$ cat config.mk
export PLATFORM = sky130hd
export DESIGN_NAME = clip_region_subtract
export DESIGN_NICKNAME = d
export VERILOG_FILES = /design/src/crs_pkg.sv /design/src/crs_front.sv /design/src/crs_queue.sv /design/src/crs_back.sv /design/src/clip_region_subtract.sv
export SDC_FILE = /design/constraint.sdc
export NUM_CORES = 1
export LEC_CHECK = 0
export ABC_CLOCK_PERIOD_IN_PS = 13200
export BUFFER_PORTS_ARGS = -buffer_cell sky130_fd_sc_hd__buf_4
export CAP_MARGIN = 20
export CORE_MARGIN = 2
export CORE_UTILIZATION = 60
export DETAILED_ROUTE_END_ITERATION = 6
export PLACE_DENSITY_LB_ADDON = 0.1
export SLEW_MARGIN = 5
export SYNTH_ARGS = -nofsm -noshare
export SYNTH_HDL_FRONTEND = slang
export SYNTH_SLANG_ARGS = --single-unit
$ cat constraint.sdc
create_clock -name aclk -period 13.2 [get_ports aclk]
set_input_delay 1.98 -clock aclk [delete_from_list [all_inputs] [get_ports aclk]]
set_output_delay 1.98 -clock aclk [all_outputs]
set_load 0.05 [all_outputs]
$ cat src/crs_pkg.sv
// Shared types and constants for the clip region subtract block.
`timescale 1ns / 1ps

package crs_pkg;

    localparam int COORD_W = 16;
    localparam int COUNT_W = 7;
    localparam int NBANDS  = 4;

    // Band positions in the band mask, in output order
    localparam int BAND_TOP    = 0;
    localparam int BAND_BOTTOM = 1;
    localparam int BAND_LEFT   = 2;
    localparam int BAND_RIGHT  = 3;

    typedef logic signed [COORD_W-1:0] coord_t;

    typedef enum logic [1:0] {
        JOB_PASS,
        JOB_BANDS,
        JOB_COVERED
    } job_kind_t;

    typedef struct packed {
        job_kind_t           kind;
        logic [NBANDS-1:0]   bands;
        logic [COUNT_W-1:0]  count;
        coord_t              rl;
        coord_t              rt;
        coord_t              rr;
        coord_t              rb;
        coord_t              cl;
        coord_t              ct;
        coord_t              cr;
        coord_t              cb;
    } job_t;

endpackage

$ cat src/crs_front.sv
// Front end: takes rectangles, classifies them against the clip, tracks region state.
`timescale 1ns / 1ps

module crs_front import crs_pkg::*; #(
    parameter int REGION_CAP = 64
) (
    input  logic   aclk,
    input  logic   aresetn,
    input  logic   in_valid,
    output logic   in_ready,
    input  coord_t rect_left,
    input  coord_t rect_top,
    input  coord_t rect_right,
    input  coord_t rect_bottom,
    input  coord_t clip_left,
    input  coord_t clip_top,
    input  coord_t clip_right,
    input  coord_t clip_bottom,
    input  logic   region_last,
    output logic   push,
    output job_t   push_job,
    input  logic   queue_full
);

    localparam int CNT_W = $clog2(REGION_CAP + 1);

    logic             any_kept_reg, any_kept_next;
    logic [CNT_W-1:0] count_reg, count_next, count_inc;
    logic             accept;
    coord_t           il, it, ir, ib;
    logic             hit;
    logic [NBANDS-1:0] bands;
    logic             emits;

    assign in_ready = !queue_full;
    assign accept   = in_valid && in_ready;

    always_comb begin
        il = (rect_left  > clip_left)   ? rect_left   : clip_left;
        it = (rect_top   > clip_top)    ? rect_top    : clip_top;
        ir = (rect_right < clip_right)  ? rect_right  : clip_right;
        ib = (rect_bottom < clip_bottom) ? rect_bottom : clip_bottom;
        hit = (il < ir) && (it < ib);
        bands[BAND_TOP]    = clip_top > rect_top;
        bands[BAND_BOTTOM] = clip_bottom < rect_bottom;
        bands[BAND_LEFT]   = clip_left > rect_left;
        bands[BAND_RIGHT]  = clip_right < rect_right;
        count_inc = (count_reg < CNT_W'(REGION_CAP)) ? count_reg + 1'b1 : count_reg;
        emits = !hit || (bands != '0);
    end

    always_comb begin
        push_job.rl    = rect_left;
        push_job.rt    = rect_top;
        push_job.rr    = rect_right;
        push_job.rb    = rect_bottom;
        push_job.cl    = clip_left;
        push_job.ct    = clip_top;
        push_job.cr    = clip_right;
        push_job.cb    = clip_bottom;
        push_job.bands = bands;
        push_job.count = COUNT_W'(count_inc);
        if (!hit) begin
            push_job.kind = JOB_PASS;
        end else if (bands != '0) begin
            push_job.kind = JOB_BANDS;
        end else begin
            push_job.kind = JOB_COVERED;
        end
        // fully covered rectangles only emit when they close an empty region
        push = accept && (emits || (region_last && !any_kept_reg));
    end

    always_comb begin
        any_kept_next = any_kept_reg;
        count_next    = count_reg;
        if (accept) begin
            if (region_last) begin
                any_kept_next = 1'b0;
                count_next    = '0;
            end else begin
                any_kept_next = any_kept_reg || emits;
                count_next    = count_inc;
            end
        end
    end

    always_ff @(posedge aclk) begin
        if (!aresetn) begin
            any_kept_reg <= 1'b0;
            count_reg    <= '0;
        end else begin
            any_kept_reg <= any_kept_next;
            count_reg    <= count_next;
        end
    end

endmodule

$ cat src/crs_queue.sv
// Short job queue between the front end and the band generator.
`timescale 1ns / 1ps

module crs_queue import crs_pkg::*; #(
    parameter int DEPTH = 4
) (
    input  logic aclk,
    input  logic aresetn,
    input  logic push,
    input  job_t push_job,
    output logic full,
    input  logic pop,
    output logic empty,
    output job_t head
);

    localparam int PTR_W = (DEPTH > 1) ? $clog2(DEPTH) : 1;
    localparam int CNT_W = $clog2(DEPTH + 1);

    job_t             store_reg [DEPTH];
    logic [PTR_W-1:0] wr_ptr_reg, wr_ptr_next;
    logic [PTR_W-1:0] rd_ptr_reg, rd_ptr_next;
    logic [CNT_W-1:0] fill_reg, fill_next;
    logic             do_push, do_pop;

    assign full    = fill_reg == CNT_W'(DEPTH);
    assign empty   = fill_reg == '0;
    assign head    = store_reg[rd_ptr_reg];
    assign do_push = push && !full;
    assign do_pop  = pop && !empty;

    always_comb begin
        wr_ptr_next = wr_ptr_reg;
        rd_ptr_next = rd_ptr_reg;
        fill_next   = fill_reg;
        if (do_push) begin
            wr_ptr_next = (wr_ptr_reg == PTR_W'(DEPTH - 1)) ? '0 : wr_ptr_reg + 1'b1;
        end
        if (do_pop) begin
            rd_ptr_next = (rd_ptr_reg == PTR_W'(DEPTH - 1)) ? '0 : rd_ptr_reg + 1'b1;
        end
        if (do_push && !do_pop) begin
            fill_next = fill_reg + 1'b1;
        end else if (do_pop && !do_push) begin
            fill_next = fill_reg - 1'b1;
        end
    end

    always_ff @(posedge aclk) begin
        if (!aresetn) begin
            wr_ptr_reg <= '0;
            rd_ptr_reg <= '0;
            fill_reg   <= '0;
        end else begin
            wr_ptr_reg <= wr_ptr_next;
            rd_ptr_reg <= rd_ptr_next;
            fill_reg   <= fill_next;
        end
    end

    always_ff @(posedge aclk) begin
        if (do_push) begin
            store_reg[wr_ptr_reg] <= push_job;
        end
    end

endmodule

$ cat src/crs_back.sv
// Back end: walks each queued job and emits one rectangle per cycle while out_ready allows.
`timescale 1ns / 1ps

module crs_back import crs_pkg::*; (
    input  logic               aclk,
    input  logic               aresetn,
    input  logic               empty,
    input  job_t               head,
    output logic               pop,
    output logic               out_valid,
    input  logic               out_ready,
    output coord_t             out_left,
    output coord_t             out_top,
    output coord_t             out_right,
    output coord_t             out_bottom,
    output logic               run_last,
    output logic               all_covered,
    output logic [COUNT_W-1:0] covered_count
);

    logic [NBANDS-1:0]  done_reg, done_next, pending, sel;
    logic               valid_reg, valid_next;
    coord_t             l_reg, t_reg, r_reg, b_reg;
    coord_t             l_next, t_next, r_next, b_next;
    logic               last_reg, last_next;
    logic               cov_reg, cov_next;
    logic [COUNT_W-1:0] cnt_reg, cnt_next;
    logic               load;

    // output register free or being drained this cycle
    assign load    = !empty && (!valid_reg || out_ready);
    assign pending = head.bands & ~done_reg;

    always_comb begin
        sel      = '0;
        l_next   = head.rl;
        t_next   = head.rt;
        r_next   = head.rr;
        b_next   = head.rb;
        last_next = 1'b1;
        cov_next = 1'b0;
        cnt_next = '0;
        case (head.kind)
            JOB_PASS: begin
            end
            JOB_COVERED: begin
                l_next   = '0;
                t_next   = '0;
                r_next   = '0;
                b_next   = '0;
                cov_next = 1'b1;
                cnt_next = head.count;
            end
            JOB_BANDS: begin
                if (pending[BAND_TOP]) begin
                    sel[BAND_TOP] = 1'b1;
                    b_next        = head.ct;
                    last_next     = pending[NBANDS-1:BAND_TOP+1] == '0;
                end else if (pending[BAND_BOTTOM]) begin
                    sel[BAND_BOTTOM] = 1'b1;
                    t_next           = head.cb;
                    last_next        = pending[NBANDS-1:BAND_BOTTOM+1] == '0;
                end else if (pending[BAND_LEFT]) begin
                    sel[BAND_LEFT] = 1'b1;
                    r_next         = head.cl;
                    last_next      = !pending[BAND_RIGHT];
                end else begin
                    sel[BAND_RIGHT] = 1'b1;
                    l_next          = head.cr;
                end
            end
            default: begin
            end
        endcase
    end

    assign pop = load && last_next;

    always_comb begin
        done_next  = done_reg;
        valid_next = valid_reg;
        if (load) begin
            valid_next = 1'b1;
            done_next  = last_next ? '0 : (done_reg | sel);
        end else if (out_ready) begin
            valid_next = 1'b0;
        end
    end

    always_ff @(posedge aclk) begin
        if (!aresetn) begin
            valid_reg <= 1'b0;
            done_reg  <= '0;
        end else begin
            valid_reg <= valid_next;
            done_reg  <= done_next;
        end
    end

    always_ff @(posedge aclk) begin
        if (load) begin
            l_reg    <= l_next;
            t_reg    <= t_next;
            r_reg    <= r_next;
            b_reg    <= b_next;
            last_reg <= last_next;
            cov_reg  <= cov_next;
            cnt_reg  <= cnt_next;
        end
    end

    assign out_valid     = valid_reg;
    assign out_left      = l_reg;
    assign out_top       = t_reg;
    assign out_right     = r_reg;
    assign out_bottom    = b_reg;
    assign run_last      = last_reg;
    assign all_covered   = cov_reg;
    assign covered_count = cnt_reg;

endmodule

$ cat src/clip_region_subtract.sv
// Top level of the clip region subtract block.
`timescale 1ns / 1ps
//
// Subtracts a clip rectangle from a region streamed one rectangle per
// transaction on the s_axis side; s_axis_tlast marks the region's final one.
// Each rectangle yields on m_axis either itself (no overlap with the clip),
// up to four bands in the order top, bottom, left, right, or nothing (fully
// covered). A region that is covered throughout ends with one transaction
// carrying all_covered and the rectangle count (saturating at REGION_CAP).
// m_axis_tlast marks the last result caused by one input transaction.
//
// A result passes through the job queue and then the band generator's output
// register. Throughput: one result per cycle while jobs are queued and
// m_axis_tready is high; an input causes 0 to 4 results, which all leave by
// the single result register of the band generator. The classifier takes one
// input per cycle while the job queue (QUEUE_DEPTH entries) has room, so a
// stalled m_axis fills the queue and only then drops s_axis_tready.
// Reset (aresetn low, synchronous) empties the queue and the output register
// and clears the region state: the next rectangle starts a fresh region.
//
module clip_region_subtract import crs_pkg::*; #(
    parameter int REGION_CAP  = 64,
    parameter int QUEUE_DEPTH = 4
) (
    input  logic         aclk,
    input  logic         aresetn,
    // rect_left, rect_top, rect_right, rect_bottom,
    // clip_left, clip_top, clip_right, clip_bottom (16 bits each, low first)
    input  logic [127:0] s_axis_tdata,
    input  logic         s_axis_tlast,   // region_last
    input  logic         s_axis_tvalid,
    output logic         s_axis_tready,
    // out_left, out_top, out_right, out_bottom (16 bits each, low first)
    output logic [63:0]  m_axis_tdata,
    // all_covered [0], covered_count [7:1]
    output logic [7:0]   m_axis_tuser,
    output logic         m_axis_tlast,   // run_last
    output logic         m_axis_tvalid,
    input  logic         m_axis_tready
);

    logic               push, full, pop, empty;
    job_t               push_job, head;
    coord_t             o_l, o_t, o_r, o_b;
    logic               o_cov;
    logic [COUNT_W-1:0] o_cnt;

    crs_front #(
        .REGION_CAP(REGION_CAP)
    ) u_front (
        .aclk        (aclk),
        .aresetn     (aresetn),
        .in_valid    (s_axis_tvalid),
        .in_ready    (s_axis_tready),
        .rect_left   (s_axis_tdata[15:0]),
        .rect_top    (s_axis_tdata[31:16]),
        .rect_right  (s_axis_tdata[47:32]),
        .rect_bottom (s_axis_tdata[63:48]),
        .clip_left   (s_axis_tdata[79:64]),
        .clip_top    (s_axis_tdata[95:80]),
        .clip_right  (s_axis_tdata[111:96]),
        .clip_bottom (s_axis_tdata[127:112]),
        .region_last (s_axis_tlast),
        .push        (push),
        .push_job    (push_job),
        .queue_full  (full)
    );

    crs_queue #(
        .DEPTH(QUEUE_DEPTH)
    ) u_queue (
        .aclk     (aclk),
        .aresetn  (aresetn),
        .push     (push),
        .push_job (push_job),
        .full     (full),
        .pop      (pop),
        .empty    (empty),
        .head     (head)
    );

    crs_back u_back (
        .aclk          (aclk),
        .aresetn       (aresetn),
        .empty         (empty),
        .head          (head),
        .pop           (pop),
        .out_valid     (m_axis_tvalid),
        .out_ready     (m_axis_tready),
        .out_left      (o_l),
        .out_top       (o_t),
        .out_right     (o_r),
        .out_bottom    (o_b),
        .run_last      (m_axis_tlast),
        .all_covered   (o_cov),
        .covered_count (o_cnt)
    );

    assign m_axis_tdata = {o_b, o_r, o_t, o_l};
    assign m_axis_tuser = {o_cnt, o_cov};

endmodule
==> results.json <==
{
  "finish.instance_area_um2": 32400,
  "cts.sink_count": 659,
  "vdd_drop_max_uv": 235,
  "slew_viol_final": 0,
  "path_delay_family": "simple AND/OR/NAND/NOR gates",
  "start_kind": "input pin",
  "cts_setup_buffers": 0,
  "drt_iter0_markers": 1434,
  "synth-edff-count": 637,
  "outcome": "completed",
  "tightest_slew_ps": 1140,
  "synth-seq-cells": 659,
  "final_util_pct": 70.1,
  "seq_power_share_pct": 39.8,
  "end_kind": "flip-flop",
  "synth.area.mux_share_pct": 13.4,
  "drc": 0,
  "rows": 79,
  "syn_area_um2": 27900,
  "power_frac_clock_pct": 26.6,
  "path_max_fanout": 61,
  "cts_tree": "built",
  "h-tree-depth": 3,
  "crit_path_max_incr_delay_ps": 840,
  "ctsRootBufferMaster": "clkbuf_16",
  "cts_buffer_depth": 3,
  "avgSynthCellArea_um2": 17.7,
  "core_um2": 46300,
  "maxCapViolCount": 0,
  "crit_arrival_ps": 8500,
  "routabilityCongestion": 0.954,
  "track_usage_pct": 27.2,
  "dp_hpwl_um": 40400,
  "async_reset_ff_share_pct": 0,
  "ys_warn_count": 0,
  "path_cells": "buf_4 > ha_1 > nand2b_1 > and2_1 > a22o_1 > nor3b_2 > or2_1 > mux2_1 > ha_1 > and3_1 > a221oi_2 > o21ai_1 > a2111o_1 > a211oi_2 > a41oi_2 > a21oi_4 > a31oi_4 > and2_4 > buf_4 > buf_4",
  "syn_to_final_growth_pct": 16.0,
  "synth_top_family_by_area": "multiplexers",
  "overflow": 0,
  "slew_headroom_pct": 23.9,
  "intPower_uw": 4740,
  "switching_power_uw": 2410,
  "antenna_found_initial": 8,
  "first_pass_iters": 7,
  "fin_crit_sh_pct": 62.9,
  "postPlaceCellArea_um2": 30200,
  "synth_compound_area_share_pct": 4.88,
  "antenna_left": 0,
  "path_clk_slew_ps": 60,
  "synth-simple-area-share_pct": 4.83,
  "drt-total-wl_um": 64000,
  "whs_ps": 456,
  "crit_slowest_cell": "and2_4",
  "crit_top_cell": "buf_4",
  "synth-main-ff-cell": "edfxtp_1",
  "ys_seq_area_share_pct": 70.0,
  "largest_reg_flops": 564,
  "drive_above_1_share_pct": 28.0,
  "cp_num_cells": 20,
  "worstSkewPairLatency_ps": 590,
  "setup_viol": 0,
  "grt_pass1_wl_um": 95200,
  "r2r_cells": 14,
  "power.density_nw_per_um2": 221,
  "min-delay-path-class": "flip-flop to flip-flop",
  "synth_adder_area_share_pct": 4.68,
  "wl_per_cell_um": 25.9,
  "skew_ps": 13.1,
  "io_buffers": 207,
  "crit_buf_inv": 3,
  "min_path_cells": 1,
  "comb_power_share_pct": 33.5,
  "dieWidth_um": 220,
  "hold_viol_final": 0,
  "ctsResizeCount": 0,
  "first_global_vias": 15400,
  "synth_cell_types": 72,
  "syn_inst": 1579,
  "tns_ps": 0,
  "rsz0062_at_grt": "no",
  "ctsHoldBuffers": 0,
  "syn_nets": 1816,
  "synth-xor-area-share_pct": 0.219,
  "dieArea_um2": 48300,
  "fmax_ghz": 0.121,
  "io_pins": 208,
  "grt_max_degree": 67,
  "required_ps": 13400,
  "nets": 2049,
  "fin_crit_ps": 8300,
  "start_util_pct": 60.4,
  "setup_slack_ps": 4900,
  "swShare_pct": 33.7,
  "vias_per_cell": 6.21,
  "dr_total_vias": 15300,
  "path_class": "input pin to flip-flop",
  "p_leak_uw": 0.0115,
  "numCtsBuffers": 67,
  "post-place-ws_ps": 4360,
  "chipHeight_um": 220
}
## power by group through the flow
stage	Sequential [µW]	Clock [µW]	Combinational, µW
floorplan	3290	0	1260
global placement	2880	0	2370
detailed placement	2890	0	2390
CTS	2850	1940	2410
global route	2880	2020	2550
finish	2850	1900	2400
## layout make-up
cell class              instances  area (µm²)
flip-flops and latches        659       19600
fillers                      2994       13800
multi-input cells             781        7860
clock buffers                  89        1900
repair buffers                228        1710
well taps                     607         759
clock inverters                29         330
inverters                      75         282
diodes                          3        7.51
## cell usage after synthesis (5+ instances only)
cell type	n	area (µm²)
nand2b_1	11	68.8
nand2_1	134	503
a22o_1	34	298
inv_1	75	282
buf_2	23	115
nor2_1	37	139
mux2i_1	21	210
mux2_2	21	236
a31oi_1	5	31.3
mux2_1	10	113
mux4_2	141	3180
a21oi_1	99	495
nor2b_1	12	75.1
clkbuf_1	38	143
nand4_1	14	87.6
o21a_1	5	37.5
dfxtp_1	22	440
or3_1	5	31.3
nand3_1	9	45.0
and2_1	18	113
a21o_1	8	60.1
ha_1	103	1290
xnor2_1	5	43.8
nor3_1	7	35.0
edfxtp_1	637	19100
o21ai_0	15	75.1
## placed cells by master, fill, tap and decap left out, drive strengths merged, types with 3 or more instances in the layout
cell,count
mux2i,21
bufinv,7
or3,5
nand2,136
o21bai,4
nand2b,11
mux4,141
a211oi,3
a22oi,3
clkinvlp,4
a21boi,5
nor3b,3
o21ai,19
mux2,31
clkbuf,89
and2,18
a31oi,6
inv,78
clkinv,15
a22o,34
dfxtp,22
nor2b,12
o21a,5
nand3,11
a21oi,103
nand4,16
nor2,38
o31ai,3
edfxtp,637
nor3,8
xnor2,5
ha,103
buf,228
diode,3
a21o,8
## layer usage
layer / global-route usage [%] / wire (µm) / vias to the layer above
li1: - / - / 6728
met1: 40.3 / 27600 / 7908
met2: 41.8 / 30600 / 619
met3: 4.62 / 4540 / 86
met4: 8.75 / 1270 / 6
met5: 0 / 30 / -
## cell families (layout without fill, tap and decap cells)
family,count (synthesis),count (layout)
DFF,659,659
and+or+nand+nor,273,273
AOI/OAI and AO/OA,204,204
muxes,193,193
buffers and inverters,139,421
adders and majority gates,104,104
xor gates and xnor gates,7,7
other,0,3
## worst paths after layout
path	startpoint	end	slack (ps)
max	s_axis_tdata[15]	u_queue.store_reg[0][6]$_DFFE_PP_	4900
min	u_front.any_kept_reg$_SDFFE_PN0P_	u_front.any_kept_reg$_SDFFE_PN0P_	460
max reg2reg	flip-flop	u_queue.fill_reg[2]$_SDFFE_PN0P_	8230
min reg2reg	u_front.any_kept_reg$_SDFFE_PN0P_	u_front.any_kept_reg$_SDFFE_PN0P_	460
## through the flow
step	instances	total power (µW)
after floorplan	1579	4550
after global placement	2350	5250
after detailed placement	2350	5280
after CTS	2468	7210
after global routing	2471	7440
final	2471	7150
Power figures use the tool's default switching activity.
